## src/hdl/mbp_pkg.sv

```systemverilog
// shared constants, command codes and queue entry type for the msb-first bit packer
`default_nettype none

package mbp_pkg;

   localparam int CODE_BITS       = 32;
   localparam int MAX_CODE_BITS   = 32;
   localparam int CNT_BITS        = 6;
   localparam int BYTE_INDEX_BITS = 16;
   localparam int TALLY_BITS      = 20;
   localparam int WRITTEN_BITS    = 19;
   localparam int MAX_BYTES       = 4;
   localparam int NBYTE_BITS      = 3;
   localparam int BUF_BITS        = 8 + CODE_BITS;
   localparam int Q_DEPTH         = 4;
   localparam int Q_PTR_BITS      = 2;

   localparam logic [BYTE_INDEX_BITS-1:0] CAP_RESET = '1;

   typedef enum logic [1:0] {
      CMD_START = 2'd0,
      CMD_WRITE = 2'd1,
      CMD_FLUSH = 2'd2,
      CMD_RSVD  = 2'd3
   } mbp_cmd_type;

   typedef struct packed {
      logic [8*MAX_BYTES-1:0]      bytes;
      logic [NBYTE_BITS-1:0]       nbytes;
      logic [BYTE_INDEX_BITS-1:0]  first_index;
      logic                        error;
      logic [WRITTEN_BITS-1:0]     written;
   } mbp_job_type;

endpackage

`default_nettype wire

```

## src/hdl/mbp_front.sv

```systemverilog
// front end: holds the packing state and turns each command into a queue entry
`default_nettype none

module mbp_front
   import mbp_pkg::*;
(
   input  wire logic                       clock,
   input  wire logic                       reset,
   input  wire logic                       req_tvalid,
   output logic                            req_tready,
   input  wire logic [1:0]                 command,
   input  wire logic [CODE_BITS-1:0]       code_value,
   input  wire logic [CNT_BITS-1:0]        bit_count,
   input  wire logic [BYTE_INDEX_BITS-1:0] capacity,
   input  wire logic                       q_full,
   output logic                            q_push,
   output mbp_job_type                     q_job
);

   logic [7:0]                 pend_ff, pend_in;
   logic [2:0]                 bit_pos_ff, bit_pos_in;
   logic [BYTE_INDEX_BITS-1:0] stream_pos_ff, stream_pos_in;
   logic [TALLY_BITS-1:0]      total_ff, total_in;

   logic [BYTE_INDEX_BITS:0] room;
   logic                     full;
   logic [CNT_BITS-1:0]      avail;
   logic                     cnt_ok;
   logic                     short_run;
   logic [CNT_BITS-1:0]      wr_bits;
   logic [CODE_BITS-1:0]     code_sh;
   logic [CODE_BITS:0]       mask_w;
   logic [CODE_BITS-1:0]     code_m;
   logic [BUF_BITS-1:0]      pack_buf;
   logic [CNT_BITS-1:0]      tot;
   logic [NBYTE_BITS-1:0]    nb;
   logic [7:0]               pend_wr;
   mbp_cmd_type              cmd;

   assign req_tready = !q_full;
   assign q_push     = req_tvalid && req_tready;
   assign cmd        = mbp_cmd_type'(command);

   // write path
   always_comb begin
      room   = {1'b0, capacity} - {1'b0, stream_pos_ff};
      full   = stream_pos_ff >= capacity;
      if (room >= (BYTE_INDEX_BITS+1)'(MAX_BYTES + 1)) begin
         avail = CNT_BITS'(BUF_BITS);
      end else begin
         avail = {room[2:0], 3'b000} - {3'b000, bit_pos_ff};
      end
      cnt_ok    = (bit_count != '0) && (bit_count <= CNT_BITS'(MAX_CODE_BITS));
      short_run = bit_count > avail;
      if (!cnt_ok || full) begin
         wr_bits = '0;
      end else if (short_run) begin
         wr_bits = avail;
      end else begin
         wr_bits = bit_count;
      end
      code_sh  = code_value >> (bit_count - wr_bits);
      mask_w   = ((CODE_BITS+1)'(1) << wr_bits) - (CODE_BITS+1)'(1);
      code_m   = code_sh & mask_w[CODE_BITS-1:0];
      pack_buf = {pend_ff, {CODE_BITS{1'b0}}}
               | ({8'd0, code_m} << (CNT_BITS'(BUF_BITS) - {3'b000, bit_pos_ff} - wr_bits));
      tot      = {3'b000, bit_pos_ff} + wr_bits;
      nb       = tot[5:3];
      unique case (nb)
         3'd0:    pend_wr = pack_buf[39:32];
         3'd1:    pend_wr = pack_buf[31:24];
         3'd2:    pend_wr = pack_buf[23:16];
         3'd3:    pend_wr = pack_buf[15:8];
         3'd4:    pend_wr = pack_buf[7:0];
         default: pend_wr = '0;
      endcase
   end

   always_comb begin
      pend_in       = pend_ff;
      bit_pos_in    = bit_pos_ff;
      stream_pos_in = stream_pos_ff;
      total_in      = total_ff;
      q_job.bytes       = '0;
      q_job.nbytes      = '0;
      q_job.first_index = stream_pos_ff;
      q_job.error       = 1'b0;
      unique case (cmd)
         CMD_START: begin
            pend_in       = '0;
            bit_pos_in    = '0;
            stream_pos_in = '0;
            total_in      = '0;
         end
         CMD_WRITE: begin
            pend_in       = pend_wr;
            bit_pos_in    = tot[2:0];
            stream_pos_in = stream_pos_ff + BYTE_INDEX_BITS'(nb);
            total_in      = total_ff + TALLY_BITS'(wr_bits);
            q_job.bytes   = pack_buf[BUF_BITS-1:8];
            q_job.nbytes  = nb;
            q_job.error   = !cnt_ok || full || short_run;
         end
         CMD_FLUSH: begin
            if (bit_pos_ff != '0) begin
               pend_in       = '0;
               bit_pos_in    = '0;
               stream_pos_in = stream_pos_ff + BYTE_INDEX_BITS'(1);
               q_job.bytes   = {pend_ff, 24'd0};
               q_job.nbytes  = NBYTE_BITS'(1);
            end
         end
         CMD_RSVD: begin
            q_job.error = 1'b1;
         end
      endcase
      q_job.written = total_in[WRITTEN_BITS-1:0];
   end

   always_ff @(posedge clock) begin
      if (reset) begin
         pend_ff       <= '0;
         bit_pos_ff    <= '0;
         stream_pos_ff <= '0;
         total_ff      <= '0;
      end else if (q_push) begin
         pend_ff       <= pend_in;
         bit_pos_ff    <= bit_pos_in;
         stream_pos_ff <= stream_pos_in;
         total_ff      <= total_in;
      end
   end

endmodule

`default_nettype wire

```

## src/hdl/mbp_queue.sv

```systemverilog
// short fifo of packed jobs between front end and result sequencer
`default_nettype none

module mbp_queue
   import mbp_pkg::*;
(
   input  wire logic  clock,
   input  wire logic  reset,
   input  wire logic  push,
   input  wire mbp_job_type push_job,
   input  wire logic  pop,
   output logic       full,
   output logic       not_empty,
   output mbp_job_type head
);

   mbp_job_type           entry_ff [Q_DEPTH];
   logic [Q_PTR_BITS-1:0] wr_ptr_ff, rd_ptr_ff;
   logic [Q_PTR_BITS:0]   count_ff;

   assign full      = count_ff == (Q_PTR_BITS+1)'(Q_DEPTH);
   assign not_empty = count_ff != '0;
   assign head      = entry_ff[rd_ptr_ff];

   always_ff @(posedge clock) begin
      if (push) begin
         entry_ff[wr_ptr_ff] <= push_job;
      end
   end

   always_ff @(posedge clock) begin
      if (reset) begin
         wr_ptr_ff <= '0;
         rd_ptr_ff <= '0;
         count_ff  <= '0;
      end else begin
         if (push) begin
            wr_ptr_ff <= wr_ptr_ff + Q_PTR_BITS'(1);
         end
         if (pop) begin
            rd_ptr_ff <= rd_ptr_ff + Q_PTR_BITS'(1);
         end
         if (push && !pop) begin
            count_ff <= count_ff + (Q_PTR_BITS+1)'(1);
         end else if (pop && !push) begin
            count_ff <= count_ff - (Q_PTR_BITS+1)'(1);
         end
      end
   end

endmodule

`default_nettype wire

```

## src/hdl/mbp_back.sv

```systemverilog
// back end: splits each job into result beats behind an output register
`default_nettype none

module mbp_back
   import mbp_pkg::*;
(
   input  wire logic                       clock,
   input  wire logic                       reset,
   input  wire logic                       q_valid,
   input  wire mbp_job_type                q_head,
   output logic                            q_pop,
   output logic                            rsp_tvalid,
   input  wire logic                       rsp_tready,
   output logic                            rsp_has_byte,
   output logic [7:0]                      rsp_data_byte,
   output logic [BYTE_INDEX_BITS-1:0]      rsp_byte_index,
   output logic                            rsp_error,
   output logic [WRITTEN_BITS-1:0]         rsp_written,
   output logic                            rsp_last
);

   logic [1:0]                 beat_ff, beat_in;
   logic                       valid_ff;
   logic                       has_ff;
   logic [7:0]                 byte_ff;
   logic [BYTE_INDEX_BITS-1:0] index_ff;
   logic                       err_ff;
   logic [WRITTEN_BITS-1:0]    written_ff;
   logic                       last_ff;

   logic                       load;
   logic                       is_last;
   logic                       has_in;
   logic [7:0]                 byte_in;

   assign load    = q_valid && (!valid_ff || rsp_tready);
   assign is_last = (q_head.nbytes == '0)
                 || ({1'b0, beat_ff} + NBYTE_BITS'(1) == q_head.nbytes);
   assign q_pop   = load && is_last;
   assign beat_in = is_last ? 2'd0 : beat_ff + 2'd1;
   assign has_in  = q_head.nbytes != '0;

   always_comb begin
      unique case (beat_ff)
         2'd0: byte_in = q_head.bytes[31:24];
         2'd1: byte_in = q_head.bytes[23:16];
         2'd2: byte_in = q_head.bytes[15:8];
         2'd3: byte_in = q_head.bytes[7:0];
      endcase
   end

   always_ff @(posedge clock) begin
      if (reset) begin
         valid_ff <= 1'b0;
         beat_ff  <= '0;
      end else begin
         if (load) begin
            valid_ff <= 1'b1;
            beat_ff  <= beat_in;
         end else if (rsp_tready) begin
            valid_ff <= 1'b0;
         end
      end
   end

   always_ff @(posedge clock) begin
      if (load) begin
         has_ff     <= has_in;
         byte_ff    <= has_in ? byte_in : 8'd0;
         index_ff   <= has_in ? q_head.first_index + BYTE_INDEX_BITS'(beat_ff) : '0;
         err_ff     <= q_head.error && is_last;
         written_ff <= q_head.written;
         last_ff    <= is_last;
      end
   end

   assign rsp_tvalid     = valid_ff;
   assign rsp_has_byte   = has_ff;
   assign rsp_data_byte  = byte_ff;
   assign rsp_byte_index = index_ff;
   assign rsp_error      = err_ff;
   assign rsp_written    = written_ff;
   assign rsp_last       = last_ff;

endmodule

`default_nettype wire

```

## src/hdl/msb_first_bit_packer_top.sv

```systemverilog
// after its transfer is accepted, the first result of an item passes the queue write,
// then the output register, when the queue and output register are free
// throughput: one item per cycle in while the queue has room; results leave one beat
// per cycle while rsp_tready is high, one to four per item on the one-byte channel
// a four-entry queue lets the input keep accepting while results drain
// reset (synchronous, active high) clears the packing state, queue and output valid;
// capacity returns to 65535
`default_nettype none

module msb_first_bit_packer_top
   import mbp_pkg::*;
(
   input  wire logic        clock,
   input  wire logic        reset,
   input  wire logic        csr_wr_en,
   input  wire logic [15:0] csr_wr_data,
   input  wire logic        req_tvalid,
   output logic             req_tready,
   input  wire logic [39:0] req_tdata,  // code_value[31:0], bit_count[37:32], zero pad
   input  wire logic [1:0]  req_tuser,  // command[1:0]
   output logic             rsp_tvalid,
   input  wire logic        rsp_tready,
   output logic [47:0]      rsp_tdata,  // data_byte[7:0], byte_index[23:8], error[24],
                                        // bits_written[43:25], zero pad
   output logic [0:0]       rsp_tuser,  // has_byte[0]
   output logic             rsp_tlast
);

   logic [BYTE_INDEX_BITS-1:0] cap_ff;
   logic                       q_full, q_valid, q_push, q_pop;
   mbp_job_type                push_job, head_job;
   logic                       has_byte, error;
   logic [7:0]                 data_byte;
   logic [BYTE_INDEX_BITS-1:0] byte_index;
   logic [WRITTEN_BITS-1:0]    bits_written;

   always_ff @(posedge clock) begin
      if (reset) begin
         cap_ff <= CAP_RESET;
      end else if (csr_wr_en) begin
         cap_ff <= csr_wr_data;
      end
   end

   mbp_front u_front (
      .clock      (clock),
      .reset      (reset),
      .req_tvalid (req_tvalid),
      .req_tready (req_tready),
      .command    (req_tuser),
      .code_value (req_tdata[31:0]),
      .bit_count  (req_tdata[37:32]),
      .capacity   (cap_ff),
      .q_full     (q_full),
      .q_push     (q_push),
      .q_job      (push_job)
   );

   mbp_queue u_queue (
      .clock     (clock),
      .reset     (reset),
      .push      (q_push),
      .push_job  (push_job),
      .pop       (q_pop),
      .full      (q_full),
      .not_empty (q_valid),
      .head      (head_job)
   );

   mbp_back u_back (
      .clock          (clock),
      .reset          (reset),
      .q_valid        (q_valid),
      .q_head         (head_job),
      .q_pop          (q_pop),
      .rsp_tvalid     (rsp_tvalid),
      .rsp_tready     (rsp_tready),
      .rsp_has_byte   (has_byte),
      .rsp_data_byte  (data_byte),
      .rsp_byte_index (byte_index),
      .rsp_error      (error),
      .rsp_written    (bits_written),
      .rsp_last       (rsp_tlast)
   );

   assign rsp_tdata = {4'd0, bits_written, error, byte_index, data_byte};
   assign rsp_tuser = has_byte;

`ifndef ASSERT_OFF
   a_pop_needs_entry: assert property (@(posedge clock) disable iff (reset)
      q_pop |-> q_valid)
      else $error("queue popped while empty");

   a_empty_is_last: assert property (@(posedge clock) disable iff (reset)
      rsp_tvalid && !rsp_tuser[0] |-> rsp_tlast)
      else $error("empty result not marked last");

   a_error_on_last: assert property (@(posedge clock) disable iff (reset)
      rsp_tvalid && rsp_tdata[24] |-> rsp_tlast)
      else $error("error flag before final result");

   a_index_steps: assert property (@(posedge clock) disable iff (reset)
      rsp_tvalid && rsp_tready && !rsp_tlast |=>
         rsp_tvalid && (rsp_tdata[23:8] == $past(rsp_tdata[23:8]) + 16'd1))
      else $error("byte index did not advance within an item");
`endif

endmodule

`default_nettype wire
```

## config.mk

```make
export PLATFORM = sky130hd
export DESIGN_NAME = msb_first_bit_packer_top
export DESIGN_NICKNAME = d
export VERILOG_FILES = /design/src/hdl/mbp_pkg.sv /design/src/hdl/mbp_front.sv /design/src/hdl/mbp_queue.sv /design/src/hdl/mbp_back.sv /design/src/hdl/msb_first_bit_packer_top.sv
export SDC_FILE = /design/constraint.sdc
export NUM_CORES = 1
export LEC_CHECK = 0
export BUFFER_PORTS_ARGS = -buffer_cell sky130_fd_sc_hd__clkbuf_2
export CAP_MARGIN = 10
export CORE_MARGIN = 3
export CORE_UTILIZATION = 55
export DETAILED_ROUTE_END_ITERATION = 7
export PLACE_DENSITY = 0.85
export RECOVER_POWER = 100
export SLEW_MARGIN = 5
export SYNTH_ARGS = -nofsm -noshare
export SYNTH_HDL_FRONTEND = slang
export SYNTH_SLANG_ARGS = --single-unit
```

## constraint.sdc

```tcl
create_clock -name clock -period 11.3 [get_ports clock]
set_clock_uncertainty 0.15 [all_clocks]
set_input_delay 1.13 -clock clock [delete_from_list [all_inputs] [get_ports clock]]
set_output_delay 1.13 -clock clock [all_outputs]
set_load 0.005 [all_outputs]
```

Word-level counts from Yosys, hierarchy flattened
Memories as Yosys holds them, arrays and structs flattened. A register that Yosys moved wholly into a read port is not among the register bits.
Index checks and enable logic that the tools add are counted.

word-level totals
  flip-flop bits (word level) = 119
  word-level logic and storage cells = 111
  memories kept = 1
  output and inout port bits = 52
  memory bits (read-only) = 0
  latch bits = 0
  bits in writable memories = 284
  input port bits = 63

operators by class
  div/mod/pow operators = 0
  order comparisons = 4
  add/sub/neg operators = 17
  reduce and logical (&&, ||, !) cells = 30
  equality and inequality tests = 13
  shifts and indexed selects = 3
  multipliers = 0
  multiplexer cells = 24
  bitwise operators = 2

memory list
  name              words  width  rd ports  clocked after Yosys merged registers in  wr ports  RTL line         source
  u_queue.entry_ff  4      71     1         1                                        1         mbp_queue.sv:17  mbp_job_type entry_ff [Q_DEPTH];

operators by type and width
  kind                   count
  $pmux 35 s2            1
  $pmux 16 s3            1
  $or 40x40->40          1
  $pmux 20 s2            1
  $pmux 8 s5             1
  $shl 32x6->40          1
  $mux 35                1
  $and 32x32->32         1
  $pmux 8 s4             1
  $shl 1x6->32 const A   1
  $shr 32x6->32          1
  $sub 32x2->32 const B  1
  $pmux 8 s3             1
  $add 20x6->20          1
  $mux 6                 3
  $ge 17x3->1 const B    1
  $sub 16x16->17         1
  $add 16x1->16 const B  1
  $add 16x2->16          1
  $add 16x3->16          1
  $ge 16x16->1           1
  $mux 16                1
  $reduce_bool 3->1      4
  $sub 6x6->6            2
  31 further kinds       63

Longest topological paths before layout
Gate-level depths: netlist (run 1).

  word-level depth = 13
  mapped depth = 43
  gate-level depth less buffers = 39

Cells and area by module
Synthesis (run 1) repeated with hierarchy kept, for this count alone.

unflattened totals
  cell total of the unflattened synthesis = 2270
  area, all modules = 24378.4 sq um

by module, submodules not included
  module                    instances  seq. area each (sq um)  area an instance (sq um)  cells an instance
  mbp_queue                 1          8708.4                  10751.6                   415
  mbp_front                 1          920.9                   10694.0                   1610
  mbp_back                  1          1441.4                  2292.2                    186
  msb_first_bit_packer_top  1          320.3                   640.6                     59

Worst setup path after synthesis (run 1)
OpenSTA, ideal clock, no wires.

  path kind = register to register
  start = register u_front.stream_pos_ff[0]
  end = memory u_queue.entry_ff[0][68] (netlist name), data pin
  required time = 10.887 ns
  path buffers = 5
  period minus slack after synthesis = 8.579 ns
  stages on the path, launching flop included = 41
  library setup time = 0.263 ns
  arrival time = 8.166 ns
  path slack = 2.721 ns
  cell sequence = dfxtp_1 -> ha_1 -> fa_1 -> nand2b_1 -> a21bo_1 -> a2111o_1 -> o311ai_2 -> o2111ai_2 -> nor4_4 -> and2_1 -> nand2_1 -> ha_1 -> o21ai_0 -> a21oi_1 -> o21ai_0 -> a21oi_1 -> o21ai_0 -> nor4_2 -> (+5 left out) -> inv_1 -> fa_1 -> clkbuf_1 -> buf_1 -> clkbuf_1 -> nor3_1 -> a21oi_1 -> nand2_1 -> a32oi_1 -> nor2_1 -> and4_1 -> a2111o_1 -> o31a_1 -> a2bb2oi_1 -> mux2i_1 -> o211ai_1 -> a21oi_1 -> a21o_1

RTL lines
  element                 RTL line          source
  start, declared         mbp_front.sv:22   logic [BYTE_INDEX_BITS-1:0] stream_pos_ff, stream_pos_in;
  start signal, assigned  mbp_front.sv:129  stream_pos_ff <= stream_pos_in;
  end, declared           mbp_queue.sv:17

==> reports/metrics.yaml, run 1 <==
crit_fanout: 41
clockBufferDepth: 3
core-area_um2: 42510
design_area_um2: 26270
powerDensity_nw_per_um2: 196.2
detail_route.wl_per_cell_um: 25.51
via_per_inst: 6.805
grt_pass1_wl_um: 114300
die_height_um: 214.9
ys.flop_type: "edfxtp_1"
cts_hold_buf: 0
crit_required_ns: 11.44
post-route-min-period_ns: 10.62
drt_wl_total_um: 74240
critPathLaunchType: "flop"
cpPeakStageDelay_ns: 0.98
hold_path.class: "reg2reg"
endpoint_kind: "flop"
cts-root-buf: "clkbuf_16"
finalCritPeriodShare: 0.9396
ys_ff_latch: 404
cts_setup_buffers: 0
ios: 115
fin_setup_tns_ns: 0
worstSkewPairLatency_ns: 0.58
yosysTopAreaCell: "edfxtp_1"
cts_tree: "built"
ant_nets: 0
fp.dieW_um: 214.9
dp_hpwl_um: 50330
slew_headroom: -1.784
grt_max_degree: 65
worst_pin_slew_ns: 4.175
initial_core_util: 0.5646
gp_congestion: 0.9708
ir_drop_v: 0.0001511
dpl.cell_count: 2836
rsz0062_at_grt: "no"
synthArstFlopShare: 0
post-synth-top-count-cell: "edfxtp_1"
yosysTopAreaCellShare: 0.4129
synth_edf_count: 330
ys.warnings.count: 0
synth_area_um2: 24000
overflow: 0
cts_buffers: 40
setup_ws_ns: 0.6826
vias: 19802
drive_above_1_share: 0.1330
row_count: 75
final_core_util: 0.6181
maxCapViolCount: 8
power.leakage_nw: 9.110
die_area_um2: 46180
maxSlewViolCount: 386
place_area_um2: 25090
post-place-ws_ns: 0.9972
status: "complete, but fails checks"
yosysSeqAreaShare: 0.4746
drtIter0Drc: 2657
avgSynthCellArea_um2: 10.70
fill_cells: 3239
synth_area_leaders: "edfxtp_1 (41%), mux4_2 (7.1%), dfxtp_1 (6.2%)"
synthCells: 2242
clkTransAtPathRegs_ns: 0.06
syn_to_final_growth_pct: 9.478
portBuffers: 108
htree_num_levels: 2
final_nets: 2435
cts.sinks: 404
crit_path_top_delay_cell: "ha_2"
antenna_found_initial: 1
hold_violations: 0
violations: "capacitance limit, slew limit"
grt_pass1_vias: 19204
synth_common_cells: "edfxtp_1 (330), nand2_1 (242), nor2_1 (226)"
cts_resized: 0
first_pass_iters: 6
critPathKind: "reg2reg"
synth_cell_types: 108
route.detailed.drc: 0
fin_cells: 2910
cp_data_arrival_time_ns: 10.76
finalSetupViolations: 0
fmax_mhz: 94.19
grt_usage: 0.3147
==> power breakdown <==
part           leakage (nW)  switching [mW]  internal, mW
sequential             3.69           0.117          1.92
clock                 0.621           0.577         0.711
combinational          4.80            1.18         0.653
total                  9.11            1.88          3.28
==> worst max-delay path, delay by kind of cell (launching register included) <==
family          cells  cell delay [ns]
mux                 5             1.52
compound gates     17             4.34
fa+ha+maj           3             1.70
buf+inv             4             0.64
simple gates        6             1.37
flops               1             0.60
==> metrics by stage <==
stage                     power [mW]  hold WS [ns]
after floorplan                3.217        0.2988
after global placement         3.740        0.3197
after detailed placement       3.809        0.3236
after CTS                      5.129        0.3394
after global routing           5.362        0.3596
final                          5.155        0.3351
==> cells in the final DEF, fill, tap and decap left out, types with 19 or more instances in the layout <==
master and instances:
xnor2_1 36, o21ai_0 91, nand2_1 242, a21oi_1 136, clkbuf_16 41, nand4_1 19, mux2i_1 106, and3_1 27
xor2_1 19, nor2_1 226, a31oi_1 24, mux4_2 76, a21o_1 21, nor3_1 51, nand3_1 56, dfxtp_1 73
inv_1 57, buf_4 38, edfxtp_1 330, clkbuf_2 80, o211ai_1 25, a211oi_1 38, ha_1 61, clkbuf_1 45
==> path summary, 6_finish.rpt <==
path                            startpoint                       to  slack, ns  cells after the start
setup / recovery  u_front.stream_pos_ff[3]  u_queue.entry_ff[0][68]       0.68                     35
hold / removal                  cap_ff[12]               cap_ff[12]       0.34                      2
setup reg to reg  u_front.stream_pos_ff[3]  u_queue.entry_ff[0][68]       0.68                     35
hold reg to reg                 cap_ff[12]               cap_ff[12]       0.34                      2
==> kinds of logic after synthesis <==
family	Yosys count	share of synthesized area
AOI/OAI and AO/OA	553	0.1595
xor gates and xnor gates	61	0.02289
adders and majority gates	72	0.04025
buffers and inverters	205	0.03457
DFF	404	0.4746
muxes	195	0.1216
other	1	0.0001563
and+or+nand+nor	751	0.1463
==> flip-flops by register name, summed over array words and instances, names as in the netlist, 3 cells and up, named ones only <==
register and flops:
cap_ff 16, u_back.rsp_byte_index 16, u_back.rsp_data_byte 8, u_back.rsp_written 19, u_front.bit_pos_ff 3, u_front.pend_ff 8, u_front.stream_pos_ff 16, u_front.total_ff 19
u_queue.count_ff 3, u_queue.entry_ff 284
==> layout make-up <==
cell class	instances	area, um2	area share
Multi-Input combinational cell	1636	11820	0.4500
Inverter	65	246.5	0.009381
Antenna cell	2	5.005	0.0001905
Timing Repair Buffer	154	820.8	0.03124
Clock buffer	56	1132	0.04310
Clock inverter	16	132.6	0.005048
Tap cell	577	721.9	0.02748
Sequential cell	404	11390	0.4336
==> metal layers <==
metal,global-route usage,share of wire
met1,0.4257,0.39
met2,0.5224,0.48
met3,0.04661,0.090
met4,0.1109,0.039
met5,0,0
Power figures use the tool's default switching activity.
==> run 2, diff against run 1 <==
Settings changed: CORE_UTILIZATION 55 to 35, CTS_BUF_LIST set to sky130_fd_sc_hd__clkbuf_4 sky130_fd_sc_hd__clkbuf_8, PLACE_DENSITY 0.85 to 0.62, SETUP_SLACK_MARGIN set to 0.02.
==> run 2 against run 1 <==
  * The flow still finishes with violations (capacitance limit, slew limit)
  * Via count decreased by 5.3%
  * Non-clock buffer count increased by 9
  * Final area grew 2.0%
  * Critical path type unchanged
==> reports/metrics.yaml, run 2 (same netlist as run 1, synthesis figures left out) <==
cp_common_cell: "nand2_1"
antenna_found_initial: 1  # unchanged
drt_wl_total_um: 70800  # -4.6%
fp.dieW_um: 267.9  # +25%
crit_path_top_delay_cell: "a211oi_1"
cpPeakStageDelay_ns: 0.61  # -0.37 ns
route.detailed.drc: 0  # unchanged
rsz0062_at_grt: "no"
violations: "capacitance limit, slew limit"
portBuffers: 108  # unchanged
die_height_um: 267.9  # +25%
final_common_cell: "edfxtp_1"
cp_top_family: "compound AO/OA/AOI/OAI gates"
design_area_um2: 26800  # +2.0%
htree_num_levels: 3  # +1
maxCapViolCount: 8  # unchanged
first_pass_iters: 6  # unchanged
worstSkewPairLatency_ns: 0.60  # +0.02 ns
critPathKind: "reg2reg"
finalCritPeriodShare: 0.9225  # -0.01708
fin_cells: 3255  # +12%
initial_core_util: 0.3555  # -0.2091
slew_headroom: -2.069  # -0.2859
die_area_um2: 71750  # +55%
gp_congestion: 0.9766  # +0.60%
grt_pass1_vias: 18430  # -4.0%
post-place-ws_ns: 0.8525  # -0.1447 ns
fmax_mhz: 95.93  # +1.9%
critPathBufInv: 6  # +2
dpl.cell_count: 3141  # +11%
clockBufferDepth: 3  # unchanged
vias: 18746  # -5.3%
via_per_inst: 5.759  # -15%
cts-root-buf: "clkbuf_8"
power.leakage_nw: 9.207  # +1.1%
drtIter0Drc: 1802  # -32%
cts_hold_buf: 0  # unchanged
critPathLaunchType: "flop"
maxSlewViolCount: 386  # unchanged
crit_required_ns: 11.44  # about the same
fill_cells: 6543  # +100%
most-common-layout-cells: "edfxtp_1 (330), nand2_1 (242), nor2_1 (225)"
setup_ws_ns: 0.8756  # +0.1930 ns
hold_violations: 0  # unchanged
finalSetupViolations: 0  # unchanged
ir_drop_v: 0.0001042  # -31%
largest_reg_flops: 284  # unchanged
core-area_um2: 67510  # +59%
dp_hpwl_um: 51140  # +1.6%
ios: 115  # unchanged
cts.sinks: 404  # unchanged
fin_setup_tns_ns: 0  # unchanged
endpoint_kind: "flop"
hold_path.class: "reg2reg"
powerDensity_nw_per_um2: 191.4  # -2.4%
cts_buffers: 66  # +65%
overflow: 0  # unchanged
place_area_um2: 25550  # +1.8%
cts_tree: "built"
syn_to_final_growth_pct: 11.65
top_register: "u_queue.entry_ff"
ant_nets: 0  # unchanged
grt_usage: 0.1938  # -0.1209
cp_data_arrival_time_ns: 10.56  # -0.20 ns
drive_above_1_share: 0.1483  # +0.01527
grt_max_degree: 72  # +11%
status: "complete, but fails checks"
crit_fanout: 21  # -49%
final_nets: 2470  # +1.4%
detail_route.wl_per_cell_um: 21.75  # -15%
clkTransAtPathRegs_ns: 0.06  # about the same
row_count: 95  # +27%
worst_pin_slew_ns: 4.604  # +0.4289 ns
grt_pass1_wl_um: 108800  # -4.9%
post-route-min-period_ns: 10.42  # -0.1930 ns
-- run 2: cell types whose count changed in the layout (fill, tap and decap cells not counted), sizes merged --
cell and change:
bufinv +5, clkinvlp +1, clkinv +1, clkbuf +40, inv -1, buf +4
diode -1
-- run 2: per-stage QoR --
step	total power, mW	hold WS [ns]	util
5_1_grt	5.418	0.3656	0.3969
2_1_floorplan	3.217	0.2988	-
3_5_place_dp	3.846	0.3225	0.3784
6_report	5.130	0.3363	0.3969
4_1_cts	5.175	0.3390	0.3987
3_3_place_gp	3.816	0.3076	0.3784
-- run 2: worst paths after layout --
kind	endpoint	depth (start not counted)	from	slack, ns
setup / recovery	u_queue.entry_ff[1][60]	39	u_front.stream_pos_ff[5]	0.88
hold / removal	cap_ff[3]	2	cap_ff[3]	0.34
setup reg to reg	u_queue.entry_ff[1][60]	39	u_front.stream_pos_ff[5]	0.88
hold reg to reg	cap_ff[3]	2	cap_ff[3]	0.34
-- run 2: worst reg2reg max path, delay by kind of cell (launching register included) --
kind	cells	cell delay (ns)
AO/OA/AOI/OAI	13	3.63
multiplexers	3	0.93
buffers and inverters	6	1.27
AND/OR/NAND/NOR	13	2.21
flip-flops	1	0.46
adder cells (fa/ha/maj)	4	1.50
-- run 2: cell type report --
class                           instances  area (um2)  area share
Multi-Input combinational cell       1636       11830      0.4415
Antenna cell                            1       2.502  0.00009339
Inverter                               65       246.5    0.009199
Tap cell                              873        1092     0.04076
Clock inverter                         22       244.0    0.009105
Clock buffer                           91        1127     0.04207
Sequential cell                       404       11390      0.4252
Timing Repair Buffer                  163       857.1     0.03199
-- run 2: where the power goes --
| part | total [mW] | switching (mW) | leakage [nW] | internal (mW) |
|---|---|---|---|---|
| Clock | 1.32 | 0.559 | 0.722 | 0.762 |
| Combinational | 1.80 | 1.14 | 4.80 | 0.656 |
| Sequential | 2.01 | 0.0894 | 3.69 | 1.92 |
| Total | 5.13 | 1.79 | 9.21 | 3.34 |
-- run 2: per-layer routing --
metal  global-route usage  routed length, um  up-vias
li1                     -                  -     8745
met1               0.2602              31170     9209
met2               0.3260              33470      675
met3              0.02445               4175      117
met4              0.06441               1990        0
met5                    0                  0        -
-- run 2: repair_timing --
action / 4_1_cts / 5_1_grt
buffers inserted: 0 / 0
setup endpoints to repair: 0 / 21
resized for setup: 0 / 1
